===== src/design/rcss_pkg.sv =====
package rcss_pkg;

  localparam int unsigned FREQ_W   = 20;
  localparam int unsigned CODE_W   = 12;
  localparam int unsigned STEP_W   = 16;
  localparam int unsigned SETTLE_W = 10;
  localparam int unsigned TICK_W   = 8;
  localparam int unsigned PADDR_W  = 5;
  localparam int unsigned PDATA_W  = 32;

  // Phase two comes on at one stagger interval, phase three at two (range 1..127)
  localparam logic [TICK_W-1:0] STAGGER_TICKS = 8'd100;
  localparam logic [TICK_W-1:0] STAGGER_TWICE = TICK_W'(2 * STAGGER_TICKS);
  localparam logic [TICK_W-1:0] TICK_MAX      = '1;

  localparam logic [FREQ_W-1:0]   START_FREQ_RST  = 20'd300000;
  localparam logic [FREQ_W-1:0]   FLOOR_FREQ_RST  = 20'd100000;
  localparam logic [CODE_W-1:0]   WIN_LOW_RST     = 12'd0;
  localparam logic [CODE_W-1:0]   WIN_HIGH_RST    = 12'd4095;
  localparam logic [CODE_W-1:0]   OV_LIMIT_RST    = 12'd4095;
  localparam logic [CODE_W-1:0]   OC_LIMIT_RST    = 12'd4095;
  localparam logic [STEP_W-1:0]   RAMP_STEP_RST   = 16'd2000;
  localparam logic [SETTLE_W-1:0] SETTLE_TICKS_RST = 10'd50;

  typedef enum logic {
    OP_TICK  = 1'b0,
    OP_BEGIN = 1'b1
  } op_t;

  typedef enum logic [1:0] {
    FAULT_NONE  = 2'd0,
    FAULT_LIMIT = 2'd1,
    FAULT_FLOOR = 2'd2
  } fault_t;

  typedef enum logic [2:0] {
    REG_START_FREQ   = 3'd0,
    REG_FLOOR_FREQ   = 3'd1,
    REG_WIN_LOW      = 3'd2,
    REG_WIN_HIGH     = 3'd3,
    REG_OV_LIMIT     = 3'd4,
    REG_OC_LIMIT     = 3'd5,
    REG_RAMP_STEP    = 3'd6,
    REG_SETTLE_TICKS = 3'd7
  } reg_idx_t;

  typedef struct packed {
    logic [FREQ_W-1:0]   start_frequency;
    logic [FREQ_W-1:0]   floor_frequency;
    logic [CODE_W-1:0]   window_low;
    logic [CODE_W-1:0]   window_high;
    logic [CODE_W-1:0]   overvoltage_limit;
    logic [CODE_W-1:0]   overcurrent_limit;
    logic [STEP_W-1:0]   ramp_step;
    logic [SETTLE_W-1:0] settle_ticks;
  } cfg_t;

  typedef struct packed {
    logic              op;
    logic [CODE_W-1:0] voltage_sample;
    logic [CODE_W-1:0] current_sample;
  } item_t;

  typedef struct packed {
    logic [FREQ_W-1:0] frequency_command;
    logic              phase_one_on;
    logic              phase_two_on;
    logic              phase_three_on;
    logic              relay_closed;
    logic              converter_stopped;
    logic              done_res;
    logic [1:0]        fault_code;
  } res_t;

  typedef struct packed {
    logic [TICK_W-1:0]   tick_counter;
    logic [FREQ_W-1:0]   frequency;
    logic [SETTLE_W-1:0] settle_counter;
    logic [2:0]          phase_flags;
    logic                contactor_flag;
    logic                complete_flag;
    fault_t              fault_latch;
  } seq_state_t;

endpackage


===== src/design/rcss_if.sv =====
interface rcss_in_if import rcss_pkg::*; ();
  logic              valid;
  logic              ready;
  logic              op;
  logic [CODE_W-1:0] voltage_sample;
  logic [CODE_W-1:0] current_sample;

  modport source (output valid, output op, output voltage_sample, output current_sample,
                  input ready);
  modport sink   (input valid, input op, input voltage_sample, input current_sample,
                  output ready);
endinterface

interface rcss_out_if import rcss_pkg::*; ();
  logic              valid;
  logic              ready;
  logic [FREQ_W-1:0] frequency_command;
  logic              phase_one_on;
  logic              phase_two_on;
  logic              phase_three_on;
  logic              relay_closed;
  logic              converter_stopped;
  logic              done_res;
  logic [1:0]        fault_code;

  modport source (output valid, output frequency_command, output phase_one_on,
                  output phase_two_on, output phase_three_on, output relay_closed,
                  output converter_stopped, output done_res, output fault_code,
                  input ready);
  modport sink   (input valid, input frequency_command, input phase_one_on,
                  input phase_two_on, input phase_three_on, input relay_closed,
                  input converter_stopped, input done_res, input fault_code,
                  output ready);
endinterface


===== src/design/rcss_cfg_regs.sv =====
module rcss_cfg_regs import rcss_pkg::*; (
  input  logic               clk,
  input  logic               rst_n,
  input  logic               psel,
  input  logic               penable,
  input  logic               pwrite,
  input  logic [PADDR_W-1:0] paddr,
  input  logic [PDATA_W-1:0] pwdata,
  output logic [PDATA_W-1:0] prdata,
  output logic               pready,
  output cfg_t               cfg
);

  cfg_t     cfg_r, cfg_nxt;
  reg_idx_t idx;
  logic     wr_en;

  assign pready = 1'b1;
  assign idx    = reg_idx_t'(paddr[PADDR_W-1:2]);
  assign wr_en  = psel && penable && pwrite && pready;
  assign cfg    = cfg_r;

  always_comb begin
    cfg_nxt = cfg_r;
    if (wr_en) begin
      unique case (idx)
        REG_START_FREQ:   cfg_nxt.start_frequency   = pwdata[FREQ_W-1:0];
        REG_FLOOR_FREQ:   cfg_nxt.floor_frequency   = pwdata[FREQ_W-1:0];
        REG_WIN_LOW:      cfg_nxt.window_low        = pwdata[CODE_W-1:0];
        REG_WIN_HIGH:     cfg_nxt.window_high       = pwdata[CODE_W-1:0];
        REG_OV_LIMIT:     cfg_nxt.overvoltage_limit = pwdata[CODE_W-1:0];
        REG_OC_LIMIT:     cfg_nxt.overcurrent_limit = pwdata[CODE_W-1:0];
        REG_RAMP_STEP:    cfg_nxt.ramp_step         = pwdata[STEP_W-1:0];
        REG_SETTLE_TICKS: cfg_nxt.settle_ticks      = pwdata[SETTLE_W-1:0];
        default:          cfg_nxt = cfg_r;
      endcase
    end
  end

  always_comb begin
    unique case (idx)
      REG_START_FREQ:   prdata = PDATA_W'(cfg_r.start_frequency);
      REG_FLOOR_FREQ:   prdata = PDATA_W'(cfg_r.floor_frequency);
      REG_WIN_LOW:      prdata = PDATA_W'(cfg_r.window_low);
      REG_WIN_HIGH:     prdata = PDATA_W'(cfg_r.window_high);
      REG_OV_LIMIT:     prdata = PDATA_W'(cfg_r.overvoltage_limit);
      REG_OC_LIMIT:     prdata = PDATA_W'(cfg_r.overcurrent_limit);
      REG_RAMP_STEP:    prdata = PDATA_W'(cfg_r.ramp_step);
      REG_SETTLE_TICKS: prdata = PDATA_W'(cfg_r.settle_ticks);
      default:          prdata = '0;
    endcase
  end

  always_ff @(posedge clk) begin
    if (!rst_n) begin
      cfg_r.start_frequency   <= START_FREQ_RST;
      cfg_r.floor_frequency   <= FLOOR_FREQ_RST;
      cfg_r.window_low        <= WIN_LOW_RST;
      cfg_r.window_high       <= WIN_HIGH_RST;
      cfg_r.overvoltage_limit <= OV_LIMIT_RST;
      cfg_r.overcurrent_limit <= OC_LIMIT_RST;
      cfg_r.ramp_step         <= RAMP_STEP_RST;
      cfg_r.settle_ticks      <= SETTLE_TICKS_RST;
    end else begin
      cfg_r <= cfg_nxt;
    end
  end

endmodule


===== src/design/rcss_seq.sv =====
module rcss_seq import rcss_pkg::*; (
  input  logic  clk,
  input  logic  rst_n,
  input  logic  step_en,
  input  item_t item,
  input  cfg_t  cfg,
  output res_t  res
);

  seq_state_t st_r, st_nxt;

  // Next state for one item
  always_comb begin
    logic [TICK_W-1:0] tc;
    logic              limit_hit;
    logic              in_window;
    logic [FREQ_W:0]   floor_sum;

    st_nxt    = st_r;
    tc        = '0;
    limit_hit = 1'b0;
    in_window = 1'b0;
    floor_sum = '0;

    if (item.op == OP_BEGIN) begin
      st_nxt.tick_counter   = '0;
      st_nxt.frequency      = cfg.start_frequency;
      st_nxt.settle_counter = cfg.settle_ticks;
      st_nxt.phase_flags    = 3'b001;
      st_nxt.contactor_flag = 1'b0;
      st_nxt.complete_flag  = 1'b0;
      st_nxt.fault_latch    = FAULT_NONE;
    end else if (!st_r.complete_flag) begin
      tc = (st_r.tick_counter != TICK_MAX) ? st_r.tick_counter + 1'b1 : st_r.tick_counter;
      st_nxt.tick_counter = tc;
      if (tc == STAGGER_TICKS) st_nxt.phase_flags[1] = 1'b1;
      if (tc == STAGGER_TWICE) st_nxt.phase_flags[2] = 1'b1;

      limit_hit = (item.voltage_sample > cfg.overvoltage_limit) ||
                  (item.current_sample > cfg.overcurrent_limit);
      in_window = (item.voltage_sample >= cfg.window_low) &&
                  (item.voltage_sample <= cfg.window_high);
      floor_sum = {1'b0, cfg.floor_frequency} + {{(FREQ_W+1-STEP_W){1'b0}}, cfg.ramp_step};

      priority if (limit_hit) begin
        st_nxt.complete_flag = 1'b1;
        st_nxt.fault_latch   = FAULT_LIMIT;
      end else if (st_nxt.phase_flags != 3'b111) begin
        st_nxt.complete_flag = st_r.complete_flag;
      end else if (st_r.settle_counter != '0) begin
        st_nxt.settle_counter = st_r.settle_counter - 1'b1;
      end else if (in_window) begin
        st_nxt.contactor_flag = 1'b1;
        st_nxt.complete_flag  = 1'b1;
      end else if ({1'b0, st_r.frequency} <= floor_sum) begin
        st_nxt.complete_flag = 1'b1;
        st_nxt.fault_latch   = FAULT_FLOOR;
      end else begin
        st_nxt.frequency      = st_r.frequency - FREQ_W'(cfg.ramp_step);
        st_nxt.settle_counter = cfg.settle_ticks;
      end
    end
  end

  // Result reflects the state after this item
  always_comb begin
    res.frequency_command = st_nxt.frequency;
    res.phase_one_on      = st_nxt.phase_flags[0];
    res.phase_two_on      = st_nxt.phase_flags[1];
    res.phase_three_on    = st_nxt.phase_flags[2];
    res.relay_closed      = st_nxt.contactor_flag;
    res.converter_stopped = st_nxt.complete_flag && (st_nxt.fault_latch != FAULT_NONE);
    res.done_res          = st_nxt.complete_flag;
    res.fault_code        = st_nxt.fault_latch;
  end

  always_ff @(posedge clk) begin
    if (!rst_n) begin
      st_r.tick_counter   <= '0;
      st_r.frequency      <= '0;
      st_r.settle_counter <= '0;
      st_r.phase_flags    <= '0;
      st_r.contactor_flag <= 1'b0;
      st_r.complete_flag  <= 1'b0;
      st_r.fault_latch    <= FAULT_NONE;
    end else if (step_en) begin
      st_r <= st_nxt;
    end
  end

endmodule


===== src/design/resonant_converter_soft_start.sv =====
// Soft-start sequencer for a three-phase resonant converter.
// Input channel in_ch: one transaction per 1 ms tick (op = tick) carrying the
// output voltage and current ADC codes, or a begin transaction (op = begin)
// that restarts the sequence from the start frequency with phase one on.
// Result channel out_ch: exactly one transaction per input transaction, in
// order, giving frequency command, phase enables, contactor, stop, done and
// fault code as they stand after that input.
// Configuration: APB-style write/read port, register i at byte address 4*i;
// to be written only while the block is idle; the block has no such check.
// Path: input acceptance into the input register, then the sequencer step
// into the result register.
// Throughput: one transaction per cycle unless stalled; the step is a few
// compares, one 21-bit add and a 20-bit subtract, all between the registers.
// Reset (rst_n low, synchronous): pipeline empties, sequencer state clears
// to frequency zero with all phases off, registers take their defaults.
// Receiver stall: the result register holds; the input register still takes
// a transaction while it is empty, then input ready drops until the result
// is taken.
module resonant_converter_soft_start import rcss_pkg::*; (
  input  logic               clk,
  input  logic               rst_n,
  rcss_in_if.sink            in_ch,
  rcss_out_if.source         out_ch,
  input  logic               cfg_psel,
  input  logic               cfg_penable,
  input  logic               cfg_pwrite,
  input  logic [PADDR_W-1:0] cfg_paddr,
  input  logic [PDATA_W-1:0] cfg_pwdata,
  output logic [PDATA_W-1:0] cfg_prdata,
  output logic               cfg_pready
);

  cfg_t  cfg;
  item_t item_r;
  res_t  res_step;
  res_t  res_r;
  logic  in_vld_r, in_vld_nxt;
  logic  out_vld_r, out_vld_nxt;
  logic  advance;
  logic  in_take;

  rcss_cfg_regs u_cfg (
    .clk     (clk),
    .rst_n   (rst_n),
    .psel    (cfg_psel),
    .penable (cfg_penable),
    .pwrite  (cfg_pwrite),
    .paddr   (cfg_paddr),
    .pwdata  (cfg_pwdata),
    .prdata  (cfg_prdata),
    .pready  (cfg_pready),
    .cfg     (cfg)
  );

  // Held item moves on when the result register is free or being emptied
  assign advance     = in_vld_r && (!out_vld_r || out_ch.ready);
  assign in_ch.ready = !in_vld_r || advance;
  assign in_take     = in_ch.valid && in_ch.ready;

  always_comb begin
    in_vld_nxt = in_vld_r;
    if (in_take) begin
      in_vld_nxt = 1'b1;
    end else if (advance) begin
      in_vld_nxt = 1'b0;
    end
  end

  always_comb begin
    out_vld_nxt = out_vld_r;
    if (advance) begin
      out_vld_nxt = 1'b1;
    end else if (out_ch.ready) begin
      out_vld_nxt = 1'b0;
    end
  end

  // Sequencer state steps exactly once per transaction
  rcss_seq u_seq (
    .clk     (clk),
    .rst_n   (rst_n),
    .step_en (advance),
    .item    (item_r),
    .cfg     (cfg),
    .res     (res_step)
  );

  always_ff @(posedge clk) begin
    if (!rst_n) begin
      in_vld_r  <= 1'b0;
      out_vld_r <= 1'b0;
    end else begin
      in_vld_r  <= in_vld_nxt;
      out_vld_r <= out_vld_nxt;
    end
  end

  // Payload registers, no reset
  always_ff @(posedge clk) begin
    if (in_take) begin
      item_r.op             <= in_ch.op;
      item_r.voltage_sample <= in_ch.voltage_sample;
      item_r.current_sample <= in_ch.current_sample;
    end
    if (advance) begin
      res_r <= res_step;
    end
  end

  assign out_ch.valid             = out_vld_r;
  assign out_ch.frequency_command = res_r.frequency_command;
  assign out_ch.phase_one_on      = res_r.phase_one_on;
  assign out_ch.phase_two_on      = res_r.phase_two_on;
  assign out_ch.phase_three_on    = res_r.phase_three_on;
  assign out_ch.relay_closed      = res_r.relay_closed;
  assign out_ch.converter_stopped = res_r.converter_stopped;
  assign out_ch.done_res          = res_r.done_res;
  assign out_ch.fault_code        = res_r.fault_code;

endmodule


===== src/flat_wrapper.sv =====
// flat-port wrapper written by rule: the top's interface ports become plain ports
module resonant_converter_soft_start_flat import rcss_pkg::*;
  (clk, rst_n, cfg_psel, cfg_penable, cfg_pwrite, cfg_paddr, cfg_pwdata, cfg_prdata, cfg_pready, in_ch_valid, in_ch_op, in_ch_voltage_sample, in_ch_current_sample, in_ch_ready, out_ch_valid, out_ch_frequency_command, out_ch_phase_one_on, out_ch_phase_two_on, out_ch_phase_three_on, out_ch_relay_closed, out_ch_converter_stopped, out_ch_done_res, out_ch_fault_code, out_ch_ready);
  rcss_in_if in_ch_i ();
  rcss_out_if out_ch_i ();
  input  logic clk;
  input  logic rst_n;
  input  logic cfg_psel;
  input  logic cfg_penable;
  input  logic cfg_pwrite;
  input  logic [PADDR_W-1:0] cfg_paddr;
  input  logic [PDATA_W-1:0] cfg_pwdata;
  output logic [PDATA_W-1:0] cfg_prdata;
  output logic cfg_pready;
  input wire logic [$bits(in_ch_i.valid)-1:0] in_ch_valid;
  input wire logic [$bits(in_ch_i.op)-1:0] in_ch_op;
  input wire logic [$bits(in_ch_i.voltage_sample)-1:0] in_ch_voltage_sample;
  input wire logic [$bits(in_ch_i.current_sample)-1:0] in_ch_current_sample;
  output wire logic [$bits(in_ch_i.ready)-1:0] in_ch_ready;
  output wire logic [$bits(out_ch_i.valid)-1:0] out_ch_valid;
  output wire logic [$bits(out_ch_i.frequency_command)-1:0] out_ch_frequency_command;
  output wire logic [$bits(out_ch_i.phase_one_on)-1:0] out_ch_phase_one_on;
  output wire logic [$bits(out_ch_i.phase_two_on)-1:0] out_ch_phase_two_on;
  output wire logic [$bits(out_ch_i.phase_three_on)-1:0] out_ch_phase_three_on;
  output wire logic [$bits(out_ch_i.relay_closed)-1:0] out_ch_relay_closed;
  output wire logic [$bits(out_ch_i.converter_stopped)-1:0] out_ch_converter_stopped;
  output wire logic [$bits(out_ch_i.done_res)-1:0] out_ch_done_res;
  output wire logic [$bits(out_ch_i.fault_code)-1:0] out_ch_fault_code;
  input wire logic [$bits(out_ch_i.ready)-1:0] out_ch_ready;
  assign in_ch_i.valid = in_ch_valid;
  assign in_ch_i.op = in_ch_op;
  assign in_ch_i.voltage_sample = in_ch_voltage_sample;
  assign in_ch_i.current_sample = in_ch_current_sample;
  assign in_ch_ready = in_ch_i.ready;
  assign out_ch_valid = out_ch_i.valid;
  assign out_ch_frequency_command = out_ch_i.frequency_command;
  assign out_ch_phase_one_on = out_ch_i.phase_one_on;
  assign out_ch_phase_two_on = out_ch_i.phase_two_on;
  assign out_ch_phase_three_on = out_ch_i.phase_three_on;
  assign out_ch_relay_closed = out_ch_i.relay_closed;
  assign out_ch_converter_stopped = out_ch_i.converter_stopped;
  assign out_ch_done_res = out_ch_i.done_res;
  assign out_ch_fault_code = out_ch_i.fault_code;
  assign out_ch_i.ready = out_ch_ready;
  resonant_converter_soft_start u_core (.clk(clk), .rst_n(rst_n), .in_ch(in_ch_i), .out_ch(out_ch_i), .cfg_psel(cfg_psel), .cfg_penable(cfg_penable), .cfg_pwrite(cfg_pwrite), .cfg_paddr(cfg_paddr), .cfg_pwdata(cfg_pwdata), .cfg_prdata(cfg_prdata), .cfg_pready(cfg_pready));
endmodule

===== config.mk =====
export PLATFORM = sky130hd
export DESIGN_NAME = resonant_converter_soft_start_flat
export DESIGN_NICKNAME = d
export VERILOG_FILES = /design/src/design/rcss_pkg.sv /design/src/design/rcss_if.sv /design/src/design/rcss_cfg_regs.sv /design/src/design/rcss_seq.sv /design/src/design/resonant_converter_soft_start.sv /design/src/flat_wrapper.sv
export SDC_FILE = /design/constraint.sdc
export NUM_CORES = 1
export LEC_CHECK = 0
export ABC_AREA = 1
export BUFFER_PORTS_ARGS = -buffer_cell sky130_fd_sc_hd__buf_2
export CAP_MARGIN = 10
export CORE_UTILIZATION = 55
export CTS_CLUSTER_DIAMETER = 200
export CTS_CLUSTER_SIZE = 16
export DETAILED_ROUTE_END_ITERATION = 16
export GPL_TIMING_DRIVEN = 0
export HOLD_SLACK_MARGIN = 0.15
export PLACE_DENSITY = 0.78
export RECOVER_POWER = 25
export SYNTH_ARGS = -nofsm -noshare
export SYNTH_HDL_FRONTEND = slang
export SYNTH_HIERARCHICAL = 1
export SYNTH_SLANG_ARGS = --single-unit

===== constraint.sdc =====
create_clock -name clk -period 3.7 [get_ports clk]
set_input_delay 0.37 -clock clk [delete_from_list [all_inputs] [get_ports clk]]
set_output_delay 0.37 -clock clk [all_outputs]
set_load 0.005 [all_outputs]

==> summary.md, run 1 <==
| Metric | Value |
|---|---|
| Outcome | `complete, but fails checks` |
| Failing checks | `negative setup slack` |
| Clock buffer depth | `3` |
| HPWL Detailed | `32.0 mm` |
| Iter 0 DRT Violations | `1372` |
| Ys async rst share | `0` |
| Crit-path cells | `ha_4 -> a21oi_2 -> nand2_2 -> nand2_2 -> o211ai_1 -> buf_4 -> buf_4 -> buf_4 -> buf_4 -> buf_4 -> xnor2_1 -> ha_1 -> buf_4 -> nand3_1 -> nor3_2 -> nand4_1 -> nand2_2 -> nor2_4 -> nand2_4 -> buf_12 -> nand2_1 -> nand3_1 -> nand2_2 -> buf_4` |
| YS warnings | `6` |
| Synth area leader | `dfxtp_1` |
| Yosys reg bits | `roughly 210` |
| Wire per inst | `approximately 18 um` |
| Drt pass-1 iters | `6` |
| Initial antenna violation count | `0` |
| ANT nets after route | `0` |
| Skew-Pair Late Insertion Delay | `0.51 ns` |
| Hold Path Depth | `3` |
| All-Layer GR Usage | `0.325` |
| Vias | `13900` |
| R2R depth | `24` |
| Worst reg2reg startpoint | `u_core/u_cfg/cfg[76]` |
| Clock share of power | `0.334` |
| Largest net degree at the start of global routing | `32` |
| CP Max Fanout | `10` |
| Most frequent cell on the critical path | `buf_4` |
| Final Hold Fails | `0` |
| Synth Instances | `1929` |
| CTS tree | `yes` |
| Leak pwr | `~0.0083 uW` |
| PwrDens | `323 nW/um^2` |
| WP data required | `3.97 ns` |
| Sw Share | `0.298` |
| Vias per inst | `between 5 and 6` |
| Peak VDD IR | `0.389 mV` |
| Final Worst Setup Slack | `-0.358 ns` |
| CP endpoint kind | `flop` |
| First-pass GRT wire length | `65.7 mm` |
| CP peak stage delay | `around 0.37 ns` |
| Vias in the first global route | `12800` |
| Share of layout cells above drive strength 1 | `0.174` |
| Unique masters post-synth | `49` |
| Endpoints failing setup | `57` |
| Top cells by area, synth | `dfxtp_1 (23%), nand2_1 (13%), edfxtp_1 (12%)` |
| Placed insts | `2361` |
| Filler cells | `between 2000 and 2500` |
| Setup CP Type | `reg2reg` |
| Die ar. | `25700 um^2` |
| Worst-path clk slew | `0.08 ns` |
| Crit-path slowest cell | `dfxtp_4` |
| Core Rows | `between 50 and 60` |
| Top cell type's share of synthesized area | `0.233` |
| Die W | `approximately 160 um` |
| Internal power | `3700 uW` |
| RSZ-0062 raised after global routing | `yes` |
| Clk sinks | `approximately 210` |
| Comb pwr share | `0.186` |
| Die height | `160 um` |
| CTS buffer count | `17` |
| Synth Area per Inst | `between 7 and 8 um^2` |
| Main synth FF type | `dfxtp_1` |
| Fin crit share | `1.10` |
| Sequential power share | `0.480` |
| Startpoint types | `flop` |
| Placeable Area | `24500 um^2` |
| Starting Density | `0.565` |
| Cell area after synthesis | `13800 um^2` |
| Final #Nets | `2299` |
| HP Class | `in2reg` |
| Hold Path End | `u_core/u_cfg/cfg[86]` |
| DRC | `0` |
| Buffers on Ports | `96` |
| Non-filler cells, final | `roughly 2500` |
| P_sw | `about 1600 uW` |
| Worst EP arrival | `4.33 ns` |
| Antenna Cells | `0` |
| Ports | `about 130` |
| Achievable Freq | `246 MHz` |
| # H-tree levels | `1` |
| Slew margin rel. | `0.328` |
| Tightest Pin Transition | `roughly 1.0 ns` |
| Layout Skew | `0.0170 ns` |
| GPL Wtd Cong | `0.951` |
| Area grow syn2layout | `18.1%` |
| Clock tree root buffer cell | `clkbuf_16` |
| DP Worst Slack | `-0.800 ns` |
| Final min period | `about 4.1 ns` |
| Commonest non-fill, non-tap cell in the layout | `nand2_1` |
| Max Cap Viol | `0` |
| Sequential share of the synthesized area | `0.349` |
| R2R Path End | `u_core/out_ch.frequency_command[1]` |
| Number of synthesized flops with an enable pin | `53` |
| Hold_sp | `cfg_pwdata[12]` |
| WL final | `43.7 mm` |
| Slew Limit Fails | `0` |
| Grt ovf | `0` |
| FF-to-FF setup slack | `-0.36 ns` |
| Commonest non-fill, non-tap cells in the layout | `nand2_1 (463), inv_1 (211), nor2_1 (209), dfxtp_1 (147), nand3_1 (138)` |
[worst max-delay path, delay by kind of cell (launching register included)]
family	cells	cell delay (ns)
AO/OA/AOI/OAI	2	0.27
XOR/XNOR	1	0.12
adder cells (fa/ha/maj)	2	0.56
buffers and inverters	8	1.09
flip-flops	1	0.37
AND/OR/NAND/NOR	11	1.38
[layer usage]
metal,GRT usage,share of wire
met5,0,0
met4,0.190,0.058
met3,0.0359,0.083
met2,0.554,0.47
met1,0.398,0.39
[synthesized netlist by cell type, types with 3 or more instances]
master and instances:
clkbuf_1 33, inv_1 214, buf_6 11, nor2_4 7, xnor2_1 17, o21ai_1 28, inv_2 7, nand3_2 3
nor3_1 20, and3_1 3, a21oi_1 95, nand2_4 4, edfxtp_1 53, nor2_1 210, a21boi_0 3, nand2_1 483
nor2_8 3, buf_1 3, nand4_1 65, nor2_2 5, xor2_1 22, nand3_4 4, a31oi_1 6, a21oi_2 8
a211oi_1 4, o21bai_1 7, o21ai_0 78, o211ai_1 13, buf_4 48, buf_2 25, ha_1 102, dfxtp_1 161
clkinv_1 4, nand3_1 144, nand2_2 8, o211ai_2 7
[stage by stage]
step           area [um^2]  total power (uW)  hold slack [ns]   util  setup TNS, ns
6_report             16300              5260            0.165  0.667         -11.94
5_1_grt              16300              5450            0.155  0.667         -20.26
4_1_cts              16100              5200            0.156  0.660          -4.73
3_5_place_dp         14800              3420            0.480  0.604         -35.58
3_3_place_gp         14700              3390            0.463  0.603         -46.74
2_1_floorplan        13900              3140            0.450      -              0
[registers in the layout, summed over array words and instances, names as in the netlist]
register	flops
u_core/out_ch.done_res	1
u_core/out_ch.valid	1
u_core/out_ch.phase_two_on	1
u_core/out_ch.converter_stopped	1
u_core/u_cfg/cfg	114
u_core/out_ch.frequency_command	20
u_core/item_r	25
u_core/out_ch.relay_closed	1
u_core/in_vld_r	1
u_core/out_ch.phase_one_on	1
u_core/out_ch.fault_code	2
u_core/out_ch.phase_three_on	1
u_core/u_seq/st_r	45
[power groups by stage]
stage | registers [uW] | logic, uW | clock network (uW)
after floorplan | 2570 | 572 | 0
after global placement | 2580 | 811 | 0
after detailed placement | 2590 | 835 | 0
after CTS | 2530 | 902 | 1770
after global routing | 2540 | 1060 | 1860
final | 2530 | 978 | 1760
[cells by family (layout without fill, tap and decap cells)]
logic type | Yosys count | after routing | synth area share
AO/OA/AOI/OAI | 256 | 256 | 0.106
XOR/XNOR | 39 | 39 | 0.0247
adder cells (fa/ha/maj) | 104 | 104 | 0.0953
buffers and inverters | 347 | 541 | 0.116
flip-flops | 214 | 214 | 0.349
other | 2 | 13 | 0.000544
AND/OR/NAND/NOR | 967 | 967 | 0.309
[worst max path at each step]
stage                         start                             endpoint  slack [ns]  cells after the start
2_1_floorplan  u_core/u_cfg/cfg[14]   u_core/out_ch.frequency_command[5]       0.007                     22
3_3_place_gp           out_ch_ready                u_core/u_seq/st_r[44]       -1.19                      7
3_5_place_dp   u_core/u_cfg/cfg[13]   u_core/out_ch.frequency_command[4]       -0.80                     22
4_1_cts        u_core/u_cfg/cfg[78]  u_core/out_ch.frequency_command[15]       -0.17                     22
5_1_grt        u_core/u_cfg/cfg[15]                u_core/u_seq/st_r[28]       -0.47                     24
6_report       u_core/u_cfg/cfg[76]   u_core/out_ch.frequency_command[1]       -0.36                     24
[layout make-up]
| cell class | instances | area [um^2] | share of cell area |
|---|---|---|---|
| clock buffer | 25 | 455 | 0.0279 |
| tap | 324 | 405 | 0.0248 |
| clock inverter | 2 | 20.0 | 0.00123 |
| timing repair buffer | 180 | 1260 | 0.0772 |
| buffer | 107 | 659 | 0.0404 |
| sequential | 214 | 4860 | 0.298 |
| multi-input combinational | 1379 | 7800 | 0.478 |
| inverter | 227 | 857 | 0.0525 |
[repair_timing]
action                                  in CTS  in global routing
buffers inserted                            37                 13
resized for setup                           77                 61
hold buffers                                31                  0
cloned                                       2                  1
pin swaps                                   17                 62
endpoints found under the setup margin      57                 57
endpoints found under the hold margin       34                  0
(Power assumes the default switching activity.)
==> run 2: changes to the inputs <==
Settings changed: ABC_AREA 1 to 0.
==> summary.md, run 2 <==
| Metric | Value |
|---|---|
| Outcome | `complete, but fails checks` |
| Failing checks | `negative setup slack` |
| Fin crit share | `1.34 (+0.243)` |
| Share of layout cells above drive strength 1 | `0.199 (+0.0256)` |
| Clock buffer depth | `3 (unchanged)` |
| Die height | `159 um (-1.1%)` |
| Top cells by area, synth | `dfxtp_1 (24%), edfxtp_1 (12%), ha_1 (9.5%)` |
| Area grow syn2layout | `20.6%` |
| CP bufs+invs | `5 (-3)` |
| Peak VDD IR | `0.347 mV (-11%)` |
| Drt pass-1 iters | `7 (+1)` |
| Synth cell count leaders | `nand2_1 (276), dfxtp_1 (161), nor2_1 (104)` |
| Skew-Pair Late Insertion Delay | `0.51 ns (about the same)` |
| Placed insts | `2058 (-13%)` |
| Number of synthesized flops with an enable pin | `53 (unchanged)` |
| Cell area after synthesis | `13500 um^2 (-2.3%)` |
| Vias | `13300 (-4.5%)` |
| Buffers on Ports | `94 (-2.1%)` |
| Die W | `159 um (-1.1%)` |
| Final #Nets | `1994 (-13%)` |
| First-pass GRT wire length | `66.8 mm (+1.7%)` |
| Starting Density | `0.568 (+0.00364)` |
| Wire per inst | `21.0 um (+18%)` |
| Final Worst Setup Slack | `-1.26 ns (-0.900 ns)` |
| CP top delay family | `compound AO/OA/AOI/OAI gates` |
| Crit-path slowest cell | `dfxtp_1` |
| Worst-path clk slew | `0.07 ns (about the same)` |
| CTS tree | `yes` |
| Tightest Pin Transition | `1.01 ns (-0.000470 ns)` |
| Clk sinks | `214 (unchanged)` |
| DP Worst Slack | `-1.50 ns (-0.700 ns)` |
| Final Cell Area | `16300 um^2 (-0.25%)` |
| # H-tree levels | `1 (unchanged)` |
| Crit-path cells | `ha_2 -> a21o_1 -> nand2_1 -> nand3_2 -> o41a_1 -> a221o_1 -> o21ai_1 -> xor2_1 -> ha_1 -> nand4_1 -> buf_4 -> nor3_2 -> nor3_1 -> a211oi_2 -> o21ai_2 -> or3_1 -> clkbuf_8 -> buf_6 -> a311oi_4 -> buf_6 -> buf_8 -> o21ai_2 -> a21oi_2` |
| Core Rows | `56 (-1.8%)` |
| Ports | `132 (unchanged)` |
| Clock tree root buffer cell | `clkbuf_16` |
| Sequential share of the synthesized area | `0.357 (+0.00811)` |
| Die ar. | `25200 um^2 (-2.2%)` |
| Largest net degree at the start of global routing | `35 (+9.4%)` |
| HPWL Detailed | `32.5 mm (+1.6%)` |
| Initial antenna violation count | `0 (unchanged)` |
| Vias in the first global route | `12200 (-4.6%)` |
| Max FFs per register | `114 (unchanged)` |
| Commonest non-fill, non-tap cells in the layout | `nand2_1 (272), dfxtp_1 (151), buf_2 (128), nor2_1 (104)` |
| Setup CP Type | `reg2reg` |
| Slew Limit Fails | `0 (unchanged)` |
| Final min period | `4.96 ns (+0.900 ns)` |
| Main synth FF type | `dfxtp_1` |
| Unique masters post-synth | `88 (+80%)` |
| GPL Wtd Cong | `0.985 (+3.6%)` |
| Worst EP arrival | `5.39 ns (+1.06 ns)` |
| DRC | `0 (unchanged)` |
| Layout Skew | `0.0251 ns (+0.00811 ns)` |
| CP peak stage delay | `0.41 ns (+0.04 ns)` |
| CP Max Fanout | `6 (-4)` |
| Antenna Cells | `0 (unchanged)` |
| Final Hold Fails | `0 (unchanged)` |
| Slew margin rel. | `0.329 (+0.00105)` |
| Grt ovf | `0 (unchanged)` |
| Placeable Area | `23800 um^2 (-2.9%)` |
| ANT nets after route | `0 (unchanged)` |
| Ys async rst share | `0 (unchanged)` |
| Synth Area per Inst | `8.26 um^2 (+15%)` |
| Achievable Freq | `202 MHz (-18%)` |
| Leak pwr | `0.00699 uW (-15%)` |
| All-Layer GR Usage | `0.349 (+0.0241)` |
| CP endpoint kind | `flop` |
| Synth area leader | `dfxtp_1` |
| Dpl cell area | `14500 um^2 (-1.6%)` |
| Non-filler cells, final | `2149 (-13%)` |
| YS warnings | `6 (unchanged)` |
| Endpoints failing setup | `57 (unchanged)` |
| Yosys reg bits | `214 (unchanged)` |
| Iter 0 DRT Violations | `1170 (-15%)` |
| Startpoint types | `flop` |
| Vias per inst | `6.18 (+9.3%)` |
| PwrDens | `313 nW/um^2 (-2.9%)` |
| Synth Instances | `1633 (-15%)` |
| WP data required | `4.13 ns (+0.16 ns)` |
| Top cell type's share of synthesized area | `0.239 (+0.00543)` |
| Commonest non-fill, non-tap cell in the layout | `nand2_1` |
| Max Cap Viol | `0 (unchanged)` |
| RSZ-0062 raised after global routing | `yes` |
| CTS buffer count | `17 (unchanged)` |
| WL final | `45.2 mm (+3.4%)` |
| HP Class | `in2reg` |
| Most frequent cell after synthesis | `nand2_1` |
==> run 2: cells by family (layout without fill, tap and decap cells) <==
| logic type | after synthesis | count (layout) | synth area share |
|---|---|---|---|
| fa+ha+maj | 104 | 104 | 0.0975 |
| other cells | 2 | 13 | 0.000556 |
| compound gates | 384 | 384 | 0.192 |
| buf+inv | 228 | 414 | 0.0820 |
| mux | 45 | 45 | 0.0350 |
| xor+xnor | 33 | 33 | 0.0214 |
| flops | 214 | 214 | 0.357 |
| simple gates | 623 | 623 | 0.215 |
==> run 2: final cells by class <==
type                    instances  area, um^2
multi-input cells            1202        8200
plain buffers                 106         612
well taps                     319         399
fillers                      1892        7480
clock inverters                 2        20.0
inverters                      99         372
clock buffers                  26         459
repair buffers                181        1380
flip-flops and latches        214        4840
==> run 2: layer usage <==
layer  vias up  track usage  part of all wire  routed length [um]
met2       800        0.589              0.47               21000
met4         0        0.217             0.073                3310
met5         -            0                 0                   0
li1       6093            -                 -                   -
met3       195       0.0452             0.081                3670
met1      6196        0.423              0.38               17200
==> run 2: worst paths after layout <==
path / from / end / slack (ns) / cells after the start
setup / recovery: u_core/u_cfg/cfg[82] / u_core/u_seq/st_r[16] / -1.26 / 23
hold / removal: cfg_pwdata[14] / u_core/u_cfg/cfg[108] / 0.16 / 3
setup reg to reg: u_core/u_cfg/cfg[82] / u_core/u_seq/st_r[16] / -1.26 / 23
hold reg to reg: u_core/u_cfg/cfg[86] / u_core/u_cfg/cfg[86] / 0.49 / 2
==> run 2: per-stage QoR <==
stage	hold WS [ns]	total power, uW	TNS, ns	utilization
6_report	0.164	5100	-60.32	0.685
5_1_grt	0.167	5250	-65.77	0.685
4_1_cts	0.157	5040	-66.25	0.668
3_5_place_dp	0.477	3270	-68.38	0.612
3_3_place_gp	0.466	3250	-70.60	0.611
2_1_floorplan	0.439	3020	-25.48	-
==> run 2: worst register-to-register path: cells and delay by family, from the launching register on <==
kind,cells,cell delay (ns)
compound gates,9,1.99
simple gates,6,0.96
buf+inv,5,0.81
fa+ha+maj,2,0.65
flops,1,0.41
xor+xnor,1,0.09
==> run 2: timing repair <==
item | in CTS | in global routing
endpoints found under the setup margin | 57 | 58
pin swaps | 58 | 59
hold buffers | 33 | 0
buffers inserted | 38 | 17
gates resized for setup | 86 | 82
hold endpoints to repair | 39 | 0
gates cloned | 4 | 1
==> run 2: power by group <==
group	internal, uW	switching [uW]
sequential	2460	58.8
combinational	346	498
clock	867	872
==> run 3: changes to the inputs <==
Settings changed: PLACE_DENSITY 0.78 to 0.8, RECOVER_POWER 25 to 100.
==> summary.md, run 3 (same netlist as run 2, synthesis figures left out) <==
| Metric | Value |
|---|---|
| DP Worst Slack | `-1.55 ns (-0.0466 ns)` |
| Grt ovf | `0 (unchanged)` |
| Wire per inst | `21.2 um (+0.61%)` |
| Share of layout cells above drive strength 1 | `0.177 (-0.0229)` |
| Worst-path clk slew | `0.08 ns (about the same)` |
| # H-tree levels | `1 (unchanged)` |
| Crit-path cells | `ha_4 -> a21o_1 -> a21oi_2 -> o21ai_2 -> nand3_2 -> nand3_2 -> o41a_1 -> a221o_1 -> o21ai_2 -> xor2_2 -> ha_1 -> nand4_1 -> or2_4 -> a2111oi_4 -> o21ai_2 -> or3_4 -> buf_6 -> a311oi_4 -> buf_4 -> buf_6 -> o31a_1 -> o22ai_2` |
| Setup CP Type | `reg2reg` |
| Buffers on Ports | `94 (unchanged)` |
| WL final | `45.4 mm (+0.33%)` |
| Commonest non-fill, non-tap cells in the layout | `nand2_1 (272), dfxtp_1 (151), nor2_1 (105), inv_1 (97), ha_1 (97)` |
| Clock tree root buffer cell | `clkbuf_16` |
| Commonest non-fill, non-tap cell in the layout | `nand2_1` |
| Max FFs per register | `114 (unchanged)` |
| CTS buffer count | `17 (unchanged)` |
| Initial antenna violation count | `0 (unchanged)` |
| Antenna Cells | `0 (unchanged)` |
| ANT nets after route | `0 (unchanged)` |
| Hold Path End | `u_core/u_cfg/cfg[109]` |
| Final min period | `4.95 ns (-0.00749 ns)` |
| Final TNS setup | `-62.80 ns (-2.48 ns)` |
| Final Worst Setup Slack | `-1.25 ns (+0.00749 ns)` |
| Leak pwr | `0.00684 uW (-2.1%)` |
| Endpoints failing setup | `57 (unchanged)` |
| Achievable Freq | `202 MHz (+0.15%)` |
| CP peak stage delay | `0.39 ns (-0.02 ns)` |
| Hold Path Depth | `3 (unchanged)` |
| CTS tree | `yes` |
| Outcome | `complete, but fails checks` |
| Slew margin rel. | `0.344 (+0.0144)` |
| Worst EP arrival | `5.33 ns (-0.06 ns)` |
| All-Layer GR Usage | `0.353 (+0.00348)` |
| Ports | `132 (unchanged)` |
| R2R Path End | `u_core/u_seq/st_r[13]` |
| CP bufs+invs | `3 (-2)` |
| Clk sinks | `214 (unchanged)` |
| FF-to-FF setup slack | `-1.25 ns (about the same)` |
| Tightest Pin Transition | `0.984 ns (-0.0216 ns)` |
| HPWL Detailed | `32.5 mm (+0.18%)` |
| Max Cap Viol | `0 (unchanged)` |
| Crit-path slowest cell | `o41a_1` |
| Layout Skew | `0.0247 ns (-0.000379 ns)` |
| Filler cells | `1951 (+3.1%)` |
| Largest net degree at the start of global routing | `35 (unchanged)` |
| First-pass GRT wire length | `67.5 mm (+0.95%)` |
| PwrDens | `317 nW/um^2 (+1.3%)` |
| CP endpoint kind | `flop` |
| RSZ-0062 raised after global routing | `yes` |
| HP Class | `in2reg` |
| Vias per inst | `6.18 (about the same)` |
| CP top delay family | `compound AO/OA/AOI/OAI gates` |
| Skew-Pair Late Insertion Delay | `0.51 ns (about the same)` |
| Core Rows | `56 (unchanged)` |
| Starting Density | `0.568 (unchanged)` |
| Worst reg2reg startpoint | `u_core/u_cfg/cfg[75]` |
| Iter 0 DRT Violations | `1156 (-1.2%)` |
| Slew Limit Fails | `0 (unchanged)` |
| CP Max Fanout | `4 (-2)` |
| Final #Nets | `1989 (-0.25%)` |
| GPL Wtd Cong | `1.03 (+5.0%)` |
| Hold_sp | `cfg_pwdata[15]` |
| Die height | `159 um (unchanged)` |
| DRC | `0 (unchanged)` |
| R2R depth | `22 (-4.3%)` |
| Startpoint types | `flop` |
| Peak VDD IR | `0.356 mV (+2.7%)` |
| Die ar. | `25200 um^2 (unchanged)` |
| Vias | `13200 (-0.28%)` |
| Placeable Area | `23800 um^2 (unchanged)` |
| Die W | `159 um (unchanged)` |
| Vias in the first global route | `12400 (+1.3%)` |
| Clock buffer depth | `3 (unchanged)` |
| Final Hold Fails | `0 (unchanged)` |
| WP data required | `4.08 ns (-0.05 ns)` |
| Most frequent cell on the critical path | `o21ai_2` |
| Drt pass-1 iters | `5 (-2)` |
| Fin crit share | `1.34 (-0.00202)` |
| Failing checks | `negative setup slack` |
| Area grow syn2layout | `19.5%` |
-- run 3: cell types whose count changed in the layout (fill, tap and decap cells not counted), moves of 3 or more --
cell,before,now
clkbuf_1,49,87
nor3_1,37,34
nand3_4,4,1
nand3_2,3,7
a21boi_1,20,5
a21boi_0,37,52
a21oi_4,3,6
nor3_2,9,12
buf_2,128,90
o21ai_1,17,20
-- run 3: worst reg2reg max path: cells and delay by family (launching register included) --
kind                     cells  cell delay [ns]
AO/OA/AOI/OAI               11             2.41
AND/OR/NAND/NOR              5             0.98
adder cells (fa/ha/maj)      2             0.54
buffers and inverters        3             0.43
flip-flops                   1             0.37
XOR/XNOR                     1             0.09
-- run 3: how the worst max path moves through the flow --
stage                                     from                             endpoint  slack, ns  cells after the start
final                     u_core/u_cfg/cfg[75]                u_core/u_seq/st_r[13]      -1.25                     22
after global routing      u_core/u_cfg/cfg[75]                u_core/u_seq/st_r[13]      -1.36                     22
after CTS                 u_core/u_cfg/cfg[75]  u_core/out_ch.frequency_command[18]      -1.26                     19
after detailed placement  u_core/u_cfg/cfg[10]  u_core/out_ch.frequency_command[18]      -1.55                     22
after global placement    u_core/u_cfg/cfg[10]  u_core/out_ch.frequency_command[18]      -1.46                     23
after floorplan           u_core/u_cfg/cfg[11]  u_core/out_ch.frequency_command[18]      -0.86                     20
-- run 3: layer usage --
| metal | up-vias | routed length (um) | track usage |
|---|---|---|---|
| met5 | - | 0 | 0 |
| met4 | 0 | 2960 | 0.202 |
| met3 | 189 | 3940 | 0.0588 |
| met2 | 731 | 21400 | 0.607 |
| met1 | 6247 | 17000 | 0.415 |
| li1 | 6080 | - | - |
-- run 3: what timing repair did --
| action | in CTS | in global routing |
|---|---|---|
| cloned | 2 | 2 |
| pin swaps | 57 | 53 |
| buffers inserted | 36 | 12 |
| hold endpoints to repair | 38 | 0 |
| setup endpoints to repair | 57 | 58 |
| hold buffers | 33 | 0 |
| gates resized for setup | 88 | 76 |
-- run 3: layout make-up --
class	count	area, um^2	area share
flip-flops and latches	214	4830	0.300
clock buffers	25	455	0.0282
well taps	319	399	0.0247
plain buffers	106	602	0.0373
clock inverters	2	20.0	0.00124
repair buffers	176	1260	0.0782
inverters	99	372	0.0230
multi-input cells	1202	8180	0.507
-- run 3: per-stage QoR --
step / hold WS [ns] / power, uW / utilization / cells / cell area [um^2]
3_5_place_dp: 0.475 / 3270 / 0.612 / 2059 / 14500
3_3_place_gp: 0.464 / 3250 / 0.611 / 2057 / 14500
5_1_grt: 0.168 / 5260 / 0.679 / 2143 / 16100
4_1_cts: 0.163 / 5070 / 0.670 / 2146 / 15900
2_1_floorplan: 0.439 / 3020 / - / 1644 / 13600
6_report: 0.164 / 5120 / 0.679 / 2143 / 16100
-- run 3: power by group --
part | internal [uW] | total (uW) | switching [uW]
clock network | 864 | 1770 | 902
registers | 2460 | 2520 | 58.9
logic | 336 | 834 | 498
total | 3660 | 5120 | 1460
